## src/rtl/assert_macros.svh

```systemverilog
// ----------------------------------------------------------------------------
// Assertion macros
// Shared concurrent assertion wrappers, clocked and reset-qualified.
// ----------------------------------------------------------------------------
`ifndef ASSERT_MACROS_SVH
`define ASSERT_MACROS_SVH

// same-cycle implication
`define ASSERT_IMPLY(label, clk, rst_n, ante, cons) \
    label: assert property (@(posedge clk) disable iff (!rst_n) (ante) |-> (cons)) \
        else $error("assertion failed in %m");

// next-cycle implication
`define ASSERT_NEXT(label, clk, rst_n, ante, cons) \
    label: assert property (@(posedge clk) disable iff (!rst_n) (ante) |=> (cons)) \
        else $error("assertion failed in %m");

`endif

```

## src/rtl/ps2mct_pkg.sv

```systemverilog
// ----------------------------------------------------------------------------
// ps2mct_pkg
// Types and constants of the PS/2 mouse cursor tracker.
// ----------------------------------------------------------------------------
`default_nettype none

package ps2mct_pkg;

    localparam int COORD_W    = 14;
    localparam int CFG_IDX_W  = 2;
    localparam int DELTA_W    = 9;

    localparam logic [COORD_W-1:0] DEFAULT_WIDTH  = COORD_W'(1920);
    localparam logic [COORD_W-1:0] DEFAULT_HEIGHT = COORD_W'(1080);

    localparam logic [CFG_IDX_W-1:0] REG_SCREEN_WIDTH  = CFG_IDX_W'(0);
    localparam logic [CFG_IDX_W-1:0] REG_SCREEN_HEIGHT = CFG_IDX_W'(1);

    localparam logic EVT_MOTION      = 1'b0;
    localparam logic EVT_BUTTON      = 1'b1;
    localparam logic BUTTON_ID_LEFT  = 1'b0;
    localparam logic BUTTON_ID_RIGHT = 1'b1;

    localparam int STAT_LEFT  = 0;
    localparam int STAT_RIGHT = 1;
    localparam int STAT_XSIGN = 4;
    localparam int STAT_YSIGN = 5;

    typedef struct packed {
        logic [7:0] status_byte;
        logic [7:0] dx_byte;
        logic [7:0] dy_byte;
    } packet_t;

    typedef struct packed {
        logic               event_kind;
        logic [COORD_W-1:0] cursor_col;
        logic [COORD_W-1:0] cursor_row;
        logic               button_id;
        logic               button_down;
        logic               last_of_run;
    } event_t;

endpackage

`default_nettype wire

```

## src/rtl/ps2_mouse_cursor_tracker_top.sv

```systemverilog
// ----------------------------------------------------------------------------
// ps2_mouse_cursor_tracker_top
// A packet goes into the input register, then into the result register, which
// emits its results in turn; the next packet can wait in the input register,
// and the result register empties as that packet moves in.
// Reset: cursor at (960, 540), buttons released, screen 1920 x 1080.
// Decodes 3-byte PS/2 mouse packets, tracks a clamped cursor and the two
// button states, and emits motion and button-change results.
// ----------------------------------------------------------------------------
`default_nettype none
`include "assert_macros.svh"

module ps2_mouse_cursor_tracker_top (
    input  wire logic                                  clk,
    input  wire logic                                  rst_n,
    input  wire logic                                  pkt_valid,
    output      logic                                  pkt_stall,
    input  wire ps2mct_pkg::packet_t                   pkt,
    output      logic                                  evt_valid,
    input  wire logic                                  evt_stall,
    output      ps2mct_pkg::event_t                    evt,
    input  wire logic                                  cfg_valid,
    output      logic                                  cfg_ready,
    input  wire logic [ps2mct_pkg::CFG_IDX_W-1:0]      cfg_index,
    input  wire logic [ps2mct_pkg::COORD_W-1:0]        cfg_data
);
    import ps2mct_pkg::*;

    localparam int SUM_W = COORD_W + 2;

    logic                 width_zero;
    logic [COORD_W-1:0]   width_reg;
    logic [COORD_W-1:0]   height_reg;
    logic [COORD_W-1:0]   cursor_x_reg;
    logic [COORD_W-1:0]   cursor_y_reg;
    logic [COORD_W-1:0]   cursor_x_next;
    logic [COORD_W-1:0]   cursor_y_next;
    logic                 left_was_reg;
    logic                 right_was_reg;

    logic                 in_valid_reg;
    packet_t              in_reg;

    logic                 motion_pend_reg;
    logic                 left_pend_reg;
    logic                 right_pend_reg;
    logic                 left_dn_reg;
    logic                 right_dn_reg;
    logic [COORD_W-1:0]   col_reg;
    logic [COORD_W-1:0]   row_reg;

    logic                 pkt_xfer;
    logic                 evt_xfer;
    logic                 run_done;
    logic                 load;
    logic                 cfg_wr;

    logic [COORD_W-1:0]   w_eff;
    logic [COORD_W-1:0]   h_eff;
    logic [COORD_W-1:0]   w_new;
    logic [COORD_W-1:0]   h_new;
    logic [DELTA_W-1:0]   dx9;
    logic [DELTA_W-1:0]   dy9;
    logic signed [SUM_W-1:0] x_sum;
    logic signed [SUM_W-1:0] y_sum;
    logic signed [SUM_W-1:0] x_hi;
    logic signed [SUM_W-1:0] y_hi;
    logic [COORD_W-1:0]   x_clamped;
    logic [COORD_W-1:0]   y_clamped;
    logic                 left_now;
    logic                 right_now;

    assign width_zero = (width_reg == '0);
    assign w_eff      = width_zero ? DEFAULT_WIDTH : width_reg;
    assign h_eff      = (height_reg == '0) ? DEFAULT_HEIGHT : height_reg;

    // handshakes
    assign cfg_ready = 1'b1;
    assign cfg_wr    = cfg_valid && cfg_ready;
    assign evt_valid = motion_pend_reg || left_pend_reg || right_pend_reg;
    assign evt_xfer  = evt_valid && !evt_stall;
    assign run_done  = evt_xfer && evt.last_of_run;
    assign load      = in_valid_reg && (!evt_valid || run_done);
    assign pkt_stall = in_valid_reg && !load;
    assign pkt_xfer  = pkt_valid && !pkt_stall;

    // motion and clamp
    always_comb
    begin
        dx9   = {in_reg.status_byte[STAT_XSIGN], in_reg.dx_byte};
        dy9   = {in_reg.status_byte[STAT_YSIGN], in_reg.dy_byte};
        x_sum = $signed({2'b00, cursor_x_reg})
                + $signed({{(SUM_W-DELTA_W){dx9[DELTA_W-1]}}, dx9});
        y_sum = $signed({2'b00, cursor_y_reg})
                - $signed({{(SUM_W-DELTA_W){dy9[DELTA_W-1]}}, dy9});
        x_hi  = $signed({2'b00, w_eff - COORD_W'(1)});
        y_hi  = $signed({2'b00, h_eff - COORD_W'(1)});
        if (x_sum < 0)
        begin
            x_clamped = '0;
        end
        else if (x_sum > x_hi)
        begin
            x_clamped = x_hi[COORD_W-1:0];
        end
        else
        begin
            x_clamped = x_sum[COORD_W-1:0];
        end
        if (y_sum < 0)
        begin
            y_clamped = '0;
        end
        else if (y_sum > y_hi)
        begin
            y_clamped = y_hi[COORD_W-1:0];
        end
        else
        begin
            y_clamped = y_sum[COORD_W-1:0];
        end
        left_now  = in_reg.status_byte[STAT_LEFT];
        right_now = in_reg.status_byte[STAT_RIGHT];
    end

    // next cursor: re-centre on a screen size write, else apply the clamped motion on load
    always_comb
    begin
        w_new         = w_eff;
        h_new         = h_eff;
        cursor_x_next = cursor_x_reg;
        cursor_y_next = cursor_y_reg;
        if (cfg_wr && (cfg_index == REG_SCREEN_WIDTH || cfg_index == REG_SCREEN_HEIGHT))
        begin
            if (cfg_index == REG_SCREEN_WIDTH)
            begin
                w_new = (cfg_data == '0) ? DEFAULT_WIDTH : cfg_data;
            end
            else
            begin
                h_new = (cfg_data == '0) ? DEFAULT_HEIGHT : cfg_data;
            end
            cursor_x_next = w_new >> 1;
            cursor_y_next = h_new >> 1;
        end
        else if (load)
        begin
            cursor_x_next = x_clamped;
            cursor_y_next = y_clamped;
        end
    end

    always_ff @(posedge clk or negedge rst_n)
    begin
        if (!rst_n)
        begin
            width_reg     <= DEFAULT_WIDTH;
            height_reg    <= DEFAULT_HEIGHT;
            cursor_x_reg  <= DEFAULT_WIDTH >> 1;
            cursor_y_reg  <= DEFAULT_HEIGHT >> 1;
            left_was_reg  <= 1'b0;
            right_was_reg <= 1'b0;
        end
        else
        begin
            cursor_x_reg <= cursor_x_next;
            cursor_y_reg <= cursor_y_next;
            if (cfg_wr)
            begin
                unique case (cfg_index)
                    REG_SCREEN_WIDTH:  width_reg  <= cfg_data;
                    REG_SCREEN_HEIGHT: height_reg <= cfg_data;
                    default:           ;
                endcase
            end
            if (load)
            begin
                left_was_reg  <= left_now;
                right_was_reg <= right_now;
            end
        end
    end

    // input register
    always_ff @(posedge clk or negedge rst_n)
    begin
        if (!rst_n)
        begin
            in_valid_reg <= 1'b0;
        end
        else if (pkt_xfer)
        begin
            in_valid_reg <= 1'b1;
        end
        else if (load)
        begin
            in_valid_reg <= 1'b0;
        end
    end

    always_ff @(posedge clk)
    begin
        if (pkt_xfer)
        begin
            in_reg <= pkt;
        end
    end

    // result register: pending results of one packet
    always_ff @(posedge clk or negedge rst_n)
    begin
        if (!rst_n)
        begin
            motion_pend_reg <= 1'b0;
            left_pend_reg   <= 1'b0;
            right_pend_reg  <= 1'b0;
        end
        else if (load)
        begin
            motion_pend_reg <= 1'b1;
            left_pend_reg   <= (left_now != left_was_reg);
            right_pend_reg  <= (right_now != right_was_reg);
        end
        else if (evt_xfer)
        begin
            if (motion_pend_reg)
            begin
                motion_pend_reg <= 1'b0;
            end
            else if (left_pend_reg)
            begin
                left_pend_reg <= 1'b0;
            end
            else
            begin
                right_pend_reg <= 1'b0;
            end
        end
    end

    always_ff @(posedge clk)
    begin
        if (load)
        begin
            col_reg      <= x_clamped;
            row_reg      <= y_clamped;
            left_dn_reg  <= left_now;
            right_dn_reg <= right_now;
        end
    end

    always_comb
    begin
        evt.cursor_col = col_reg;
        evt.cursor_row = row_reg;
        if (motion_pend_reg)
        begin
            evt.event_kind  = EVT_MOTION;
            evt.button_id   = BUTTON_ID_LEFT;
            evt.button_down = 1'b0;
            evt.last_of_run = !left_pend_reg && !right_pend_reg;
        end
        else if (left_pend_reg)
        begin
            evt.event_kind  = EVT_BUTTON;
            evt.button_id   = BUTTON_ID_LEFT;
            evt.button_down = left_dn_reg;
            evt.last_of_run = !right_pend_reg;
        end
        else
        begin
            evt.event_kind  = EVT_BUTTON;
            evt.button_id   = BUTTON_ID_RIGHT;
            evt.button_down = right_dn_reg;
            evt.last_of_run = 1'b1;
        end
    end

    `ASSERT_NEXT(a_run_continues, clk, rst_n, evt_xfer && !evt.last_of_run, evt_valid)
    `ASSERT_NEXT(a_left_then_right, clk, rst_n,
        evt_xfer && !evt.last_of_run && evt.event_kind == EVT_BUTTON,
        evt.event_kind == EVT_BUTTON && evt.button_id == BUTTON_ID_RIGHT)
    `ASSERT_IMPLY(a_motion_no_button, clk, rst_n,
        evt_valid && evt.event_kind == EVT_MOTION,
        evt.button_id == BUTTON_ID_LEFT && !evt.button_down)
    `ASSERT_IMPLY(a_stall_only_full, clk, rst_n, pkt_stall, in_valid_reg && evt_valid)

endmodule

`default_nettype wire
```

## config.mk

```make
export PLATFORM = sky130hd
export DESIGN_NAME = ps2_mouse_cursor_tracker_top
export DESIGN_NICKNAME = d
export VERILOG_FILES = /design/src/rtl/ps2mct_pkg.sv /design/src/rtl/ps2_mouse_cursor_tracker_top.sv
export VERILOG_INCLUDE_DIRS = /design/src /design/src/rtl
export SDC_FILE = /design/constraint.sdc
export NUM_CORES = 1
export LEC_CHECK = 0
export BUFFER_PORTS_ARGS = -buffer_cell sky130_fd_sc_hd__buf_4
export CAP_MARGIN = 20
export CORE_MARGIN = 1.5
export CORE_UTILIZATION = 30
export CTS_CLUSTER_DIAMETER = 80
export DETAILED_ROUTE_END_ITERATION = 8
export GPL_ROUTABILITY_DRIVEN = 0
export PLACE_DENSITY = 0.53
export RECOVER_POWER = 100
export SLEW_MARGIN = 20
export SYNTH_ARGS = -nofsm -noshare
export SYNTH_HDL_FRONTEND = slang
export SYNTH_SLANG_ARGS = --single-unit
export TNS_END_PERCENT = 50
```

## constraint.sdc

```tcl
create_clock -name clk -period 5.31 [get_ports clk]
set_input_delay 1.062 -clock clk [delete_from_list [all_inputs] [get_ports clk]]
set_output_delay 1.062 -clock clk [all_outputs]
set_load 0.01 [all_outputs]
```

# ---- Word-level counts from Yosys, hierarchy flattened
# Index checks and enable logic that the tools add are counted.
dict set report word_totals {
  out_inout_bits 35
  input_bits 45
  elab_cells 86
  ff_bits 114
}
dict set report classes {
  addsub 4
  mux 28
  n_lt_le_gt_ge 4
  reduce_logical 28
  eq_ne 5
}
# operator n
set ops {}
lappend ops {{$mux 14} 14}
lappend ops {{$logic_not 14->1} 3}
lappend ops {{$gt 16x15->1} 2}
lappend ops {{$lt 16x1->1 const B} 2}
lappend ops {{$sub 14x1->14 const B} 2}
lappend ops {{$add 15x9->16} 1}
lappend ops {{$sub 15x9->16} 1}
lappend ops {{$mux 1} 12}
lappend ops {{$logic_and 1x1->1} 7}
lappend ops {{$logic_not 1->1} 6}
lappend ops {{$mux 3} 2}
lappend ops {{$reduce_and 2->1} 3}
lappend ops {{$reduce_bool 2->1} 3}
lappend ops {{$logic_or 1x1->1} 4}
lappend ops {{$ne 2x1->1 const B} 2}
lappend ops {{$reduce_and 3->1} 1}
lappend ops {{$eq 2x1->1 const B} 1}
lappend ops {{$logic_not 2->1} 1}
lappend ops {{$ne 1x1->1} 2}

# ---- Longest topological paths before layout
# Gate-level depths: netlist of run 1.
dict set report logic_depth {
  ltp_word 11
  depth_mapped 20
  mapped_depth_nobuf 19
}

# ---- Worst setup path after synthesis of run 1
# Ideal clock, no wire load.
dict set report synth_timing {
  path_type {flip-flop to flip-flop}
  start {reg cursor_y_reg[0]}
  end {reg cursor_y_reg[13]}
  stages_incl_launch_ff 19
  setup_slack_ns 1.151
  path_buffers 1
  t_arrival_ns 4.040
  period_less_slack_ns 4.159
  setup_ns 0.119
  t_required_ns 5.191
  path_cell_list {dfrtp_1 inv_1 ha_1 inv_1 fa_1 a21oi_1 o21ai_0 a21oi_1 o21ai_0 o311ai_0 ha_1 o21a_1 a21o_1 o31ai_1 a311o_1 a21boi_1 buf_2 o22ai_1 o21a_1}
}
dict set report synth_between {
  elab_chain_len 6
  elab_cells_between_ends 7
  classes_between {add/sub (1); order compare (2); mux (4)}
}
# item line_no
set synth_lines {}
lappend synth_lines {{from (decl)} ps2_mouse_cursor_tracker_top.sv:35} ;# logic [COORD_W-1:0] cursor_y_reg;
lappend synth_lines {{from (signal assigned)} ps2_mouse_cursor_tracker_top.sv:160} ;# cursor_y_reg <= DEFAULT_HEIGHT >> 1;
lappend synth_lines {{from (signal assigned)} ps2_mouse_cursor_tracker_top.sv:167} ;# cursor_y_reg <= cursor_y_next;
lappend synth_lines {{$sub 15x9->16 (*)} ps2_mouse_cursor_tracker_top.sv:95} ;# - $signed({{(SUM_W-DELTA_W){dy9[DELTA_W-1]}}, dy9});
lappend synth_lines {{$gt 16x15->1} ps2_mouse_cursor_tracker_top.sv:114} ;# else if (y_sum > y_hi)
lappend synth_lines {{$mux 14} ps2_mouse_cursor_tracker_top.sv:114}
lappend synth_lines {{$mux 14 (*)} ps2_mouse_cursor_tracker_top.sv:110} ;# if (y_sum < 0)
lappend synth_lines {{net y_clamped[13]} ps2_mouse_cursor_tracker_top.sv:69} ;# logic [COORD_W-1:0] y_clamped;
lappend synth_lines {{$mux 14 (*)} ps2_mouse_cursor_tracker_top.sv:146} ;# else if (load)
lappend synth_lines {{$mux 14 (*)} ps2_mouse_cursor_tracker_top.sv:133} ;# if (cfg_wr && (cfg_index == REG_SCREEN_WIDTH || cfg_index == REG_SCREEN_HEIGHT))
# The timed path passes the listed nets; every way through them passes the cells marked *. The select of a mux whose other input is x is not followed.
# A chain may end at the register's enable or synchronous reset.

# ---- Final worst setup path of run 1
dict set report layout_timing {
  start {reg width_reg[2]}
  end {reg cursor_x_reg[2]}
}
dict set report layout_between {
  elab_chain_len 8
  elab_cells_between_ends 9
  classes_between {add/sub (1); order compare (1); mux (6); reduce/logical (1)}
}
# item line_no
set layout_lines {}
lappend layout_lines {{from (decl)} ps2_mouse_cursor_tracker_top.sv:32} ;# logic [COORD_W-1:0] width_reg;
lappend layout_lines {{from (signal assigned)} ps2_mouse_cursor_tracker_top.sv:171} ;# REG_SCREEN_WIDTH: width_reg <= cfg_data;
lappend layout_lines {{$logic_not 14->1} ps2_mouse_cursor_tracker_top.sv:73} ;# assign width_zero = (width_reg == '0);
lappend layout_lines {{$mux 14 (*)} ps2_mouse_cursor_tracker_top.sv:74} ;# assign w_eff = width_zero ? DEFAULT_WIDTH : width_reg;
lappend layout_lines {{$sub 14x1->14} ps2_mouse_cursor_tracker_top.sv:96} ;# x_hi = $signed({2'b00, w_eff - COORD_W'(1)});
lappend layout_lines {{$gt 16x15->1} ps2_mouse_cursor_tracker_top.sv:102} ;# else if (x_sum > x_hi)
lappend layout_lines {{$mux 14} ps2_mouse_cursor_tracker_top.sv:102}
lappend layout_lines {{$mux 14} ps2_mouse_cursor_tracker_top.sv:98} ;# if (x_sum < 0)
lappend layout_lines {{$mux 14} ps2_mouse_cursor_tracker_top.sv:146}
lappend layout_lines {{$mux 14 (*)} ps2_mouse_cursor_tracker_top.sv:133}
lappend layout_lines {{to (signal assigned)} ps2_mouse_cursor_tracker_top.sv:159} ;# cursor_x_reg <= DEFAULT_WIDTH >> 1;
lappend layout_lines {{to (signal assigned)} ps2_mouse_cursor_tracker_top.sv:166} ;# cursor_x_reg <= cursor_x_next;
lappend layout_lines {{to (decl)} ps2_mouse_cursor_tracker_top.sv:34} ;# logic [COORD_W-1:0] cursor_x_reg;
# Mark *: on every way between the ends. The rest lies on a longest branch, timed or not. The select of a mux whose other input is x is not followed.

==> flow_results.org, run 1 <==
** Run status
- The run finished, with violations left.
- Violated checks :: capacitance limit, slew limit

** STA
- Setup repair after global routing left no endpoint under its margin.
- Share of the cycle needed by the critical path after routing :: slightly above 90%
- Subtracting the final worst setup slack from the clock period gives 4.96 ns.
- Worst rel slew slack :: -143%
- Setup violations remaining at the end of the flow were counted as 0.
- The count of final hold-check violations was 0.
- Worst slew pin tran :: 3.65 ns
- Max-slew violation total from the final report :: around 110
- In the post-route analysis, the smallest setup slack over all paths is 0.351 ns.
- Between clock sinks in the finished design, the worst skew comes to around 0.016 ns.
- Timing would allow up to roughly 0.2 GHz.
- For the final routed database, the setup TNS stands at 0 ns.

** Worst setup path
- Dominant cell type by count on the critical path :: sky130_fd_sc_hd__a21oi_1
- Top Family by Delay on Critical Path :: simple AND/OR/NAND/NOR gates
- Kind of launch point of the worst setup path :: register
- Ordered list of cells on the worst path :: or4_1, nor4_2, a22oi_1, nor3_1, nand2_1, xnor2_1, inv_1, ha_1, a211oi_1, o21bai_1, a21o_1, a21oi_1, a21oi_1, a21oi_4, buf_4, mux2i_1, o221ai_1
- At the worst endpoint, the required time is 5.47 ns.
- Max stage delay cell, worst path :: sky130_fd_sc_hd__or4_1
- The worst setup path is captured at a register.
- CP Buf/Inv Count :: 2
- The worst setup path is of the register to register kind.
- In this run the worst setup path begins at width_reg[2].
- For this run, the slowest stage of the critical path takes ~0.66 ns.
- Arrival time of data at the critical path endpoint :: around 5 ns
- Of all nets on the critical path, the largest fanout is 10.
- FF-to-FF Start :: width_reg[2]

** Min path
- The worst hold path begins at left_was_reg.
- Worst hold-check path type :: register to register

** Logic synthesis
- The share of the Yosys chip area taken by registers is 41.1%.
- Averaged over all synthesized cells, the footprint is around 10 sq um.
- Count of flip-flops with a built-in enable after synthesis :: 50
- Of all flip-flops after synthesis, the portion carrying an async set or reset was 55.4%.
- Number of warnings reported in the yosys synthesis log :: 0
- The cell count after synthesis came out at 739.
- In this run the cell area of the synthesized design comes to roughly 7500 sq um.
- Synth unique cells :: between 70 and 80
- The number of nets handed over by synthesis was 846.
- Most instantiated flip-flop cell in the synthesis netlist :: sky130_fd_sc_hd__edfxtp_1
- Register bit count reported by yosys :: 112

** Floorplanning
- The floorplan step defined a core boundary enclosing 24400 sq um.
- Width of the die :: 161 um
- The floorplan step defined a die boundary enclosing 25900 sq um.
- For this design the top-level I/O count stands at 80.
- Total number of placement rows :: between 50 and 60
- Initial core utilization :: 30.6%
- In this run the vertical extent of the chip is around 160 um.

** Pwr
- Power density relative to cell area :: 650 nW/um^2
- In this run, the clock network consumes 13.0% of the power.
- Maximum VDD drop :: 213 uV
- Of the total power, registers draw about 28%.
- Cell Int Power :: 3.09 mW
- Leak pwr :: 3.58 nW
- Combinational cells account for 58.7% of the total power.
- Share of total power consumed by net switching :: 44.6%
- Net switching power figure :: ~2.5 mW

** Place
- The wire-length estimate of the detail-placed layout is 14.3 mm.
- Prior to clock tree synthesis, the placed netlist has a worst setup slack of 0.329 ns.
- PortBufs :: 74

** GRT
- The initial antenna violation count is 0.
- Global-route wire length before repair :: around 30 mm
- For this run the aggregate overflow at the end of global routing stands at 0.
- GRT Resource Usage Total :: between 15 and 20%
- Via count of the first global-routing pass :: 5586
- Pin count of the biggest net entering global routing :: 63

** Routing
- After detailed routing, the total wire length is 19.1 mm.
- Initial DRT Pass Iterations :: 5
- After detailed routing, the average wire length per cell comes to ~17 um.
- DRC viols :: 0
- The count of nets left with antenna violations once routing finished came out at 0.
- The routed layout has roughly 5700 vias.
- For this block, the initial DRC count from the detailed router was 357.
- Using the TritonRoute via totals, the vias-per-cell ratio works out to 5.00.

** Clock tree
- TritonCTS built the clock tree.
- Later-pin clock latency in the skew report :: 0.37 ns
- In this run the deepest clock path goes through 2 buffers.
- CTS placed an instance of sky130_fd_sc_hd__clkbuf_16 at the clock tree root.
- TritonCTS sink count :: 112
- Clock-pin slew was measured on the worst setup and hold paths at 0.08 ns.
- CTS Buf Count :: 9
- CTS H-Tree Depth :: 3

** Final layout
- Compared with the post-synthesis result, the final layout area differs by 15.0%.
- Most frequent cells in the layout :: 60 x sky130_fd_sc_hd__ha_1, 55 x sky130_fd_sc_hd__nor2_1, 53 x sky130_fd_sc_hd__inv_1
- Counting the fill cells in the layout gives 2511.
- Ratio of cells with drive above 1 in the final layout :: 14.9%
- Most common library cell in the layout ignoring fill and taps :: sky130_fd_sc_hd__ha_1
- Final nets :: ~900

** Run
- Max-capacitance violation count :: 2
-- per-stage QoR --
stage	std cells	total power [mW]	cell area (sq um)	hold slack [ns]	utilization, %
CTS	1144	5.76	8750	0.505	35.9
global route	1144	6.12	8580	0.515	35.2
detailed placement	1128	5.00	8450	0.486	34.6
global placement	1128	4.97	8450	0.480	34.6
floorplan	739	3.97	7470	0.467	-
finish	1145	5.58	8590	0.502	35.2
-- worst register-to-register path, cell delays in order (launching register included) --
cell and delay, ns:
sky130_fd_sc_hd__dfrtp_1 0.47, sky130_fd_sc_hd__or4_1 0.66, sky130_fd_sc_hd__nor4_2 0.55, sky130_fd_sc_hd__a22oi_1 0.20
sky130_fd_sc_hd__nor3_1 0.30, sky130_fd_sc_hd__nand2_1 0.11, sky130_fd_sc_hd__xnor2_1 0.19, sky130_fd_sc_hd__inv_1 0.06
sky130_fd_sc_hd__ha_1 0.29, sky130_fd_sc_hd__a211oi_1 0.29, sky130_fd_sc_hd__o21bai_1 0.11, sky130_fd_sc_hd__a21o_1 0.18
sky130_fd_sc_hd__a21oi_1 0.17, sky130_fd_sc_hd__a21oi_1 0.14, sky130_fd_sc_hd__a21oi_4 0.36, sky130_fd_sc_hd__buf_4 0.25
sky130_fd_sc_hd__mux2i_1 0.26, sky130_fd_sc_hd__o221ai_1 0.15
-- Yosys cell counts (16+ instances only) --
cell type | n | area, sq um
sky130_fd_sc_hd__o21ai_0 | 35 | 175
sky130_fd_sc_hd__mux2_2 | 28 | 315
sky130_fd_sc_hd__a21o_1 | 17 | 128
sky130_fd_sc_hd__clkbuf_1 | 19 | 71.3
sky130_fd_sc_hd__ha_1 | 60 | 751
sky130_fd_sc_hd__inv_1 | 53 | 199
sky130_fd_sc_hd__xnor2_1 | 27 | 236
sky130_fd_sc_hd__nor2_1 | 55 | 206
sky130_fd_sc_hd__dfrtp_1 | 46 | 1150
sky130_fd_sc_hd__nand2_1 | 35 | 131
sky130_fd_sc_hd__a21oi_1 | 39 | 195
sky130_fd_sc_hd__dfstp_2 | 16 | 420
sky130_fd_sc_hd__edfxtp_1 | 50 | 1500
sky130_fd_sc_hd__nor3_1 | 23 | 115
sky130_fd_sc_hd__nand3_1 | 20 | 100
sky130_fd_sc_hd__mux2i_1 | 30 | 300
-- worst paths after layout --
check                                  end  slack, ns  depth (start not counted)
setup / recovery           cursor_x_reg[2]       0.35                         17
hold / removal                left_was_reg       0.50                          2
setup reg to reg           cursor_x_reg[2]       0.35                         17
hold reg to reg               left_was_reg       0.50                          2
max in group asynchronous    height_reg[7]       1.32                          1
min in group asynchronous     in_valid_reg       1.94                          1
-- per-layer routing --
| layer | GRT usage, % | wire length (um) | part of all wire (%) | vias to the layer above |
|---|---|---|---|---|
| li1 | - | - | - | 2889 |
| met1 | 21.8 | 9650 | 51 | 2707 |
| met2 | 22.8 | 8320 | 44 | 110 |
| met3 | 2.40 | 796 | 4.2 | 20 |
| met4 | 4.38 | 314 | 1.6 | 0 |
| met5 | 0 | 0 | 0 | - |
-- power groups by stage --
stage | registers, mW | clock network (mW) | logic, mW
after global routing | 1.63 | 0.785 | 3.71
after detailed placement | 1.60 | 0 | 3.40
after global placement | 1.60 | 0 | 3.38
final | 1.58 | 0.723 | 3.28
after CTS | 1.58 | 0.752 | 3.42
after floorplan | 1.59 | 0 | 2.38
-- logic make-up after synthesis --
kind of cell / share of synthesized area (%)
flip-flops: 41.1
other: 0.0502
adder cells (fa/ha/maj): 10.7
multiplexers: 8.24
XOR/XNOR: 4.81
AND/OR/NAND/NOR: 14.2
AO/OA/AOI/OAI: 16.5
buffers and inverters: 4.31
-- final cells by class --
cell class	instances	area, sq um	share of cell area [%]
repair buffers	91	534	6.22
clock inverters	6	73.8	0.860
clock buffers	10	229	2.67
inverters	53	199	2.32
diodes	1	2.50	0.0291
flip-flops and latches	112	3070	35.8
well taps	324	405	4.72
multi-input cells	548	4070	47.4
-- what timing repair did --
action,in CTS,in global routing
gates resized for setup,0,1
buffers inserted,0,0
hold buffers,0,0
endpoints found under the setup margin,0,24
No activity file was read; power rests on OpenSTA's default activity.
==> inputs of run 2 (changes only) <==
--- a/config.mk
+++ b/config.mk
@@ -13,7 +13,7 @@
 export CTS_CLUSTER_DIAMETER = 80
 export DETAILED_ROUTE_END_ITERATION = 8
 export GPL_ROUTABILITY_DRIVEN = 0
-export PLACE_DENSITY = 0.53
+export PLACE_DENSITY = 0.55
 export RECOVER_POWER = 100
 export SLEW_MARGIN = 20
 export SYNTH_ARGS = -nofsm -noshare
==> constraint.sdc (replaced) <==
create_clock -name clk -period 4.3 [get_ports clk]
set_input_delay 0.86 -clock clk [delete_from_list [all_inputs] [get_ports clk]]
set_output_delay 0.86 -clock clk [all_outputs]
set_load 0.01 [all_outputs]
==> run 2 against run 1 <==
  * The run still ends with capacitance limit, slew limit left
  * Clock power is 34% higher
  * Sequential power is 23% higher
  * Final cell count is 7.4% higher
  * Count of clock-buffer cells in the layout is 1 lower
  * Critical path depth is 1 higher
  * Setup slack worse by 0.29 ns
  * Total power is 52% higher
  * First-iteration DRC count is 13% higher
  * Register-to-register slack worse by 0.29 ns
  * Die area stayed put
  * Cell area is 13% higher
  * Non-clock buffer count is 86 higher
==> flow_results.org, run 2 (synthesis gave the netlist of run 1 again) <==
** Pwr
- Maximum VDD drop :: 280 uV (+31%)
- Part of the power in registers :: 22.9% (-5.4 points)
- Leak pwr :: 4.14 nW (+15%)
- The power spent charging and discharging nets is 3.62 mW (+45%).
- The power density relative to cell area came to 872 nW/um^2 (+34%).
- Share of total power consumed by net switching :: 42.6% (-2.0 points)
- Clock group share of total power :: 11.4% (-1.6 points)
- Cell Int Power :: 4.88 mW (+58%)
- Combinational cell fraction of total power :: 65.8% (+7.1 points)

** Routing
- The count of antenna-violating nets left after detailed routing is 0 (unchanged).
- DR iter-0 viols :: 404 (+13%)
- Vias/cell :: 4.99 (-0.13%)
- The post-detailed-routing wire length is 20.5 mm (+7.5%).
- The total via count after detailed routing came to 6143 (+7.3%).
- Initial DRT Pass Iterations :: 5 (unchanged)
- DR WL/cell :: 16.7 um (about the same)
- The count of unresolved DRC violations after routing is 0 (unchanged).

** Worst setup path
- Critical path data required time :: 4.59 ns (-0.88 ns)
- The flop-to-flop setup slack came to 0.06 ns (-0.29 ns).
- Worst setup EP type :: register
- Number of stages on the worst setup path :: 18 (+1)
- Max stage delay cell, worst path :: sky130_fd_sc_hd__dfstp_2
- Start-to-end type of the worst setup path :: register to register
- Kind of launch point of the worst setup path :: register
- The endpoint identified for the worst register-to-register timing path is cursor_y_reg[2].
- Walking the worst path, the cells encountered are ha_4, o211a_1, o31a_1, o31a_1, o41ai_2, xnor2_1, inv_1, ha_1, nand4_1, nor4_2, buf_4, nand4_1, o31ai_4, a311o_1, a21boi_4, buf_8, o2bb2ai_4, a221o_1.
- CP Buf/Inv Count :: 3 (+1)
- Top Family by Delay on Critical Path :: compound AO/OA/AOI/OAI gates
- The maximum fanout count along the critical path was 8 (-2).
- FF-to-FF Start :: cursor_y_reg[2]
- Slowest Stage Delay on Critical Path :: 0.58 ns (-0.08 ns)
- The critical path arrival is 4.53 ns (-0.59 ns).
- Depth of the worst register-to-register path :: 18 (+1)

** STA
- Min cycle time layout :: 4.24 ns (-0.717 ns)
- Upper clock frequency limit :: 0.236 GHz (+17%)
- The count of final hold-check violations was 0 (unchanged).
- The setup-violating endpoint count in the final report is 0 (unchanged).
- Setup repair after global routing could not meet its margin everywhere.
- Worst slew pin tran :: 1.74 ns (-1.90 ns)
- The setup skew after layout came to 0.00819 ns (-0.00770 ns).
- Max-slew violation total from the final report :: 88 (-19%)
- The minimum setup slack in the final design was 0.0587 ns (-0.293 ns).
- The relative slew slack is -16.2% (+130 points).
- The part of the cycle the worst path needs came to 98.6% (+5.3 points).

** Final layout
- Most common library cell in the layout ignoring fill and taps :: sky130_fd_sc_hd__buf_4
- Relative area change from synthesis to final layout :: 30.5%
- The final net count is 1008 (+9.3%).
- The number of diodes is 0 (-1).
- Fin area :: 9740 sq um (+13%)
- The layout filler cell count was 2418 (-3.7%).
- The number of standard cells in the layout, taps in and fillers out came to 1230 (+7.4%).
- The top cell types in the final layout, fill and taps aside, are 108 x sky130_fd_sc_hd__buf_4, 55 x sky130_fd_sc_hd__ha_1, 53 x sky130_fd_sc_hd__nor2_1.
- The post-layout utilization of the core was 40.0% (+4.8 points).
- The proportion of layout cells with a drive suffix above 1 was 29.4% (+14 points).

** Clock tree
- The count of H-tree levels built during CTS came to 3 (unchanged).
- The clock-pin transition on the worst setup and hold timing paths was 0.08 ns (about the same).
- TritonCTS sink count :: 112 (unchanged)
- Largest buffer count on any clock path :: 2 (unchanged)
- The clock insertion delay at the later pin of the skew report is 0.36 ns (about the same).
- Clock tree from TritonCTS :: yes
- Cell at the root of the clock tree :: sky130_fd_sc_hd__clkbuf_16
- CTS Buf Count :: 9 (unchanged)

** GRT
- Pin count of the biggest net entering global routing :: 63 (unchanged)
- The overall track demand over capacity in global routing was 15.8% (+0.83 points).
- The initial antenna violation count was 1 (+1).
- The sum of overflow across all layers after global routing came to 0 (unchanged).
- Global-route wire length before repair :: 32.1 mm (+6.5%)
- The number of global-route vias before repair came to 5930 (+6.2%).

** Place
- Cell area reported after detailed placement :: 8970 sq um (+6.2%)
- The number of buffers inserted by port buffering is 74 (unchanged).
- The setup slack after placement is -0.312 ns (-0.640 ns).
- The total placed cells including tap cells came to 1198 (+6.2%).
- DP Wirelength :: 15.1 mm (+5.7%)

** Floorplanning
- Initial core utilization :: 30.6% (unchanged)
- Placeable core region :: 24400 sq um (unchanged)
- The total die area was 25900 sq um (unchanged).
- Die Span Y :: 161 um (unchanged)
- Width of the die :: 161 um (unchanged)
- The number of placement rows came to 57 (unchanged).
- The top-level I/O count came to 80 (unchanged).

** Min path
- For hold timing, the worst endpoint is left_was_reg.
- Number of instances on the worst hold path :: 2 (unchanged)
- Worst hold-check path type :: register to register
- In this run the most critical hold path is launched from left_was_reg.

** Run
- The max-cap violation count is 2 (unchanged).

** Run status
- The final reports fail on capacitance limit, slew limit.
- The run finished, with violations left.
-- run 2: cell count changes in the layout (fill, tap and decap cells not counted), sizes merged --
cell and delta:
buf +86, bufinv +1, clkbuf -1, clkinvlp +1, diode -1, inv -1
-- run 2: power groups by stage --
stage	clock, mW	combinational (mW)	sequential (mW)
final	0.968	5.59	1.94
after global routing	1.03	6.14	1.99
after CTS	1.00	4.89	1.94
after detailed placement	0	4.75	1.96
after global placement	0	4.71	1.96
after floorplan	0	2.93	1.96
-- run 2: worst max path at each step --
stage / start / endpoint / slack [ns]
finish: cursor_y_reg[2] / cursor_y_reg[2] / 0.06
global route: cursor_y_reg[2] / cursor_y_reg[2] / -0.13
CTS: cursor_y_reg[0] / cursor_y_reg[4] / -0.01
detailed placement: cursor_y_reg[0] / cursor_y_reg[2] / -0.31
global placement: cursor_y_reg[0] / cursor_y_reg[2] / -0.24
floorplan: cursor_y_reg[0] / cursor_y_reg[13] / 0.14
-- run 2: through the flow --
step / TNS (ns) / total power, mW / hold slack, ns
6_report: 0 / 8.50 / 0.498
5_1_grt: -2.64 / 9.16 / 0.520
4_1_cts: -0.0223 / 7.83 / 0.503
3_5_place_dp: -6.10 / 6.71 / 0.484
3_3_place_gp: -4.20 / 6.66 / 0.478
2_1_floorplan: 0 / 4.90 / 0.467
-- run 2: layout make-up --
cell class,instances,area [sq um],share of cell area (%)
tap,324,405,4.16
clock buffer,9,225,2.31
sequential,112,3070,31.5
timing repair buffer,177,1230,12.6
multi-input combinational,548,4500,46.2
inverter,53,199,2.04
clock inverter,7,110,1.13
-- run 2: timing repair --
action / in CTS / in global routing
gates cloned: 0 / 1
endpoints found under the setup margin: 30 / 56
gates resized for setup: 11 / 74
pin swaps: 4 / 28
hold buffers: 0 / 0
buffers inserted: 1 / 15
-- run 2: metal layers --
| metal | share of wire [%] | global-route usage (%) | up-vias |
|---|---|---|---|
| met3 | 4.5 | 2.53 | 17 |
| met1 | 49 | 22.8 | 2946 |
| met5 | 0.083 | 0 | - |
| met4 | 1.4 | 4.67 | 2 |
| met2 | 45 | 24.4 | 132 |
| li1 | - | - | 3046 |
-- run 2: worst min-delay path, stage by stage, from the launching register on --
cell	delay, ns
sky130_fd_sc_hd__dfrtp_1	0.36
sky130_fd_sc_hd__nand2_1	0.05
sky130_fd_sc_hd__nand2_1	0.06
==> inputs of run 3 (changes only) <==
--- a/config.mk
+++ b/config.mk
@@ -8,11 +8,13 @@
 export LEC_CHECK = 0
 export BUFFER_PORTS_ARGS = -buffer_cell sky130_fd_sc_hd__buf_4
 export CAP_MARGIN = 20
+export CORE_ASPECT_RATIO = 1.25
 export CORE_MARGIN = 1.5
 export CORE_UTILIZATION = 30
 export CTS_CLUSTER_DIAMETER = 80
 export DETAILED_ROUTE_END_ITERATION = 8
 export GPL_ROUTABILITY_DRIVEN = 0
+export GPL_TIMING_DRIVEN = 0
 export PLACE_DENSITY = 0.55
 export RECOVER_POWER = 100
 export SLEW_MARGIN = 20
==> run 3 against run 2 <==
  * The run ends with capacitance limit, slew limit, setup timing left
  * Critical path depth unchanged
  * Non-clock buffer count fell by 41
  * Global-route usage up 0.72 points
  * Register-to-register slack got worse by 0.07 ns
  * Final cell count decreased by 2.8%
  * Combinational power fell by 3%
  * Clock power down 16%
  * Die area barely moved
  * Largest power group unchanged
  * Highest routed layer is now met4
==> flow_results.org, run 3 (synthesis gave the netlist of run 1 again) <==
** Worst setup path
- The most numerous cell type found on the critical path is sky130_fd_sc_hd__buf_4.
- Start-to-end type of the worst setup path :: register to register
- Ordered list of cells on the worst path :: or4_4, nor4_2, a22oi_2, nor3_2, buf_4, buf_4, nand2_1, mux2i_2, ha_1, nand4_1, nor2_2, and3_4, a21oi_2, a21oi_4, buf_4, buf_16, mux2i_1, nor2_1
- The worst setup path is captured at a register.
- Grouping stages by cell kind, the critical path spends the most delay in simple AND/OR/NAND/NOR gates.
- Critical path data required time :: 4.39 ns (-0.20 ns)
- Depth of the worst register-to-register path :: 18 (unchanged)
- The critical path arrival is 4.39 ns (-0.14 ns).
- The number of buffers and inverters on the critical path came to 4 (+1).
- Worst setup slack for register-to-register paths :: -0.009 ns (-0.07 ns)
- Worst reg2reg path endpoint :: col_reg[12]
- The slowest stage of the critical path belongs to the cell sky130_fd_sc_hd__or4_4.
- The maximum fanout count along the critical path was 6 (-2).
- Slowest Stage Delay on Critical Path :: 0.59 ns (about the same)
- FF-to-FF Start :: width_reg[3]
- STA classifies the critical path startpoint as a register.

** Clock tree
- Later-pin clock latency in the skew report :: 0.36 ns (about the same)
- Worst-path clk slew :: 0.08 ns (about the same)
- Cell at the root of the clock tree :: sky130_fd_sc_hd__clkbuf_16
- The sink count of the clock tree is 112 (unchanged).
- The total clock buffers created by CTS came to 9 (unchanged).
- TritonCTS built the clock tree.
- The count of H-tree levels built during CTS was 3 (unchanged).
- The quantity of hold-fixing buffers added after cts is 0 (unchanged).
- Largest buffer count on any clock path :: 2 (unchanged)

** Final layout
- Fin area :: 9480 sq um (-2.7%)
- The final net count was 967 (-4.1%).
- The library cell used most frequently in the layout, excluding fill and tap cells, is sky130_fd_sc_hd__clkbuf_1.
- Ratio of cells with drive above 1 in the final layout :: 27.1% (-2.3 points)
- The area growth from synthesis to layout is 27.0%.
- Final cell count without fillers :: 1195 (-2.8%)
- In the layout the commonest cells are 54 x sky130_fd_sc_hd__clkbuf_1, 52 x sky130_fd_sc_hd__buf_4, 51 x sky130_fd_sc_hd__nor2_1.
- The number of diodes was 0 (unchanged).

** Routing
- Wire length after detailed routing :: 21.6 mm (+5.2%)
- The detailed-router iteration count before antenna repair was 5 (unchanged).
- Final ANT Viol Nets :: 0 (unchanged)
- The count of unresolved DRC violations after routing came to 0 (unchanged).
- DR WL/cell :: 18.1 um (+8.3%)
- The number of DRC markers after the initial detailed-route iteration came to 389 (-3.7%).
- Total via count after detailed routing :: 5944 (-3.2%)
- Vias/cell :: 4.97 (-0.41%)

** Min path
- In this run the most critical hold path is launched from right_was_reg.
- Worst hold-check path type :: register to register
- The worst hold path terminates at right_was_reg.
- The worst hold path depth came to 2 (unchanged).

** Run
- Max-capacitance violation count :: 2 (unchanged)

** Floorplanning
- Top-Level Pins :: 80 (unchanged)
- Width of the die :: 144 um (-10%)
- Die Span Y :: 179 um (+12%)
- Initial core utilization :: 30.5% (-0.14 points)
- The total die area is 25900 sq um (about the same).
- Total number of placement rows :: 64 (+12%)
- Placeable core region :: 24500 sq um (+0.46%)

** STA
- Unrepaired setup endpoints after global routing :: yes
- Final worst-path setup slack :: -0.00930 ns (-0.0680 ns)
- Final hold vios :: 0 (unchanged)
- The final critical delay including setup and external delays is 4.31 ns (+0.0680 ns).
- Fin Clk Skew :: 0.00717 ns (-0.00102 ns)
- Worst slew pin tran :: 1.82 ns (+0.0775 ns)
- The summed negative setup slack over all endpoints is -0.00930 ns (-0.00930 ns).
- Upper clock frequency limit :: 0.232 GHz (-1.6%)
- The number of max-slew violations in the final report is 84 (-4.5%).
- The setup-violating endpoint count in the final report is 1 (+1).
- The relative slew slack is -21.4% (-5.2 points).
- The part of the cycle the worst path needs was 100% (+1.6 points).

** Run status
- Violated checks :: capacitance limit, slew limit, setup timing
- Status :: finished, violations left

** Pwr
- Leak pwr :: 3.86 nW (-6.7%)
- Tot Pwr :: 8.20 mW (-3.5%)
- The worst supply voltage drop on vdd is 237 uV (-15%).
- The power density relative to cell area is 865 nW/um^2 (-0.87%).

** GRT
- The overall track demand over capacity in global routing is 16.6% (+0.72 points).
- Antenna violations before repair :: 0 (-1)
- The sum of overflow across all layers after global routing came to 0 (unchanged).
- The wire length of the first global-routing pass was 32.5 mm (+1.2%).
- The number of global-route vias before repair came to 5957 (+0.46%).
- Pin count of the biggest net entering global routing :: 63 (unchanged)

** Place
- Post-placement cell count :: 1143 (-4.6%)
- DP Wirelength :: 15.6 mm (+3.3%)
- The post-placement cell area was 8460 sq um (-5.7%).
- PortBufs :: 73 (-1.4%)
==> run 3: cell count changes in the layout (fill, tap and decap cells not counted), sizes merged <==
cell | previous run | this run
clkinv | 1 | 4
inv | 56 | 54
buf | 114 | 62
clkbuf | 72 | 84
bufinv | 2 | 0
==> run 3: worst max path at each step <==
stage | startpoint | endpoint | slack, ns | cells after the start
detailed placement | cursor_y_reg[0] | cursor_y_reg[13] | -1.21 | 19
CTS | width_reg[7] | col_reg[8] | 0.003 | 18
global route | dy9[8] | cursor_y_reg[13] | -0.18 | 16
global placement | cursor_y_reg[0] | cursor_y_reg[7] | -1.19 | 19
finish | width_reg[3] | col_reg[12] | -0.009 | 18
floorplan | cursor_y_reg[0] | cursor_y_reg[13] | 0.14 | 18
==> run 3: per-stage QoR <==
| step | hold WS, ns | util, % | setup WS [ns] |
|---|---|---|---|
| CTS | 0.511 | 37.2 | 0.00299 |
| finish | 0.510 | 38.7 | -0.00930 |
| global placement | 0.485 | 34.4 | -1.19 |
| global route | 0.525 | 38.7 | -0.181 |
| detailed placement | 0.493 | 34.5 | -1.21 |
| floorplan | 0.467 | - | 0.141 |
==> run 3: what timing repair did <==
action | 4_1_cts | 5_1_grt
endpoints found under the setup margin | 56 | 56
gates resized for setup | 53 | 67
hold endpoints to repair | 0 | 0
setup buffers | 13 | 24
pin swaps | 13 | 42
cloned | 2 | 0
==> run 3: area by class of cell <==
cell class              instances  area, sq um
fillers                      2475        15000
multi-input cells             548         4640
flip-flops and latches        112         3080
repair buffers                113          767
well taps                     330          413
clock buffers                  10          229
inverters                      53          203
plain buffers                  23          118
clock inverters                 6         35.0
==> run 3: routing by layer <==
| layer | global-route usage, % | part of all wire, % | up-vias |
|---|---|---|---|
| li1 | - | - | 2974 |
| met1 | 19.3 | 41 | 2870 |
| met2 | 31.0 | 55 | 76 |
| met3 | 1.97 | 1.8 | 24 |
| met4 | 4.86 | 2.1 | 0 |
| met5 | 0 | 0 | - |
==> run 3: worst register-to-register path, delay by kind of cell, from the launching register on <==
kind	cells	cell delay, ns
simple gates	8	1.92
buf+inv	4	0.55
flops	1	0.46
mux	2	0.44
compound gates	3	0.34
fa+ha+maj	1	0.33
==> run 3: power breakdown <==
group          total, mW  internal (mW)  switching [mW]
combinational       5.42           2.42            3.01
sequential          1.96           1.70           0.260
clock              0.816          0.394           0.422
total               8.20           4.51            3.69
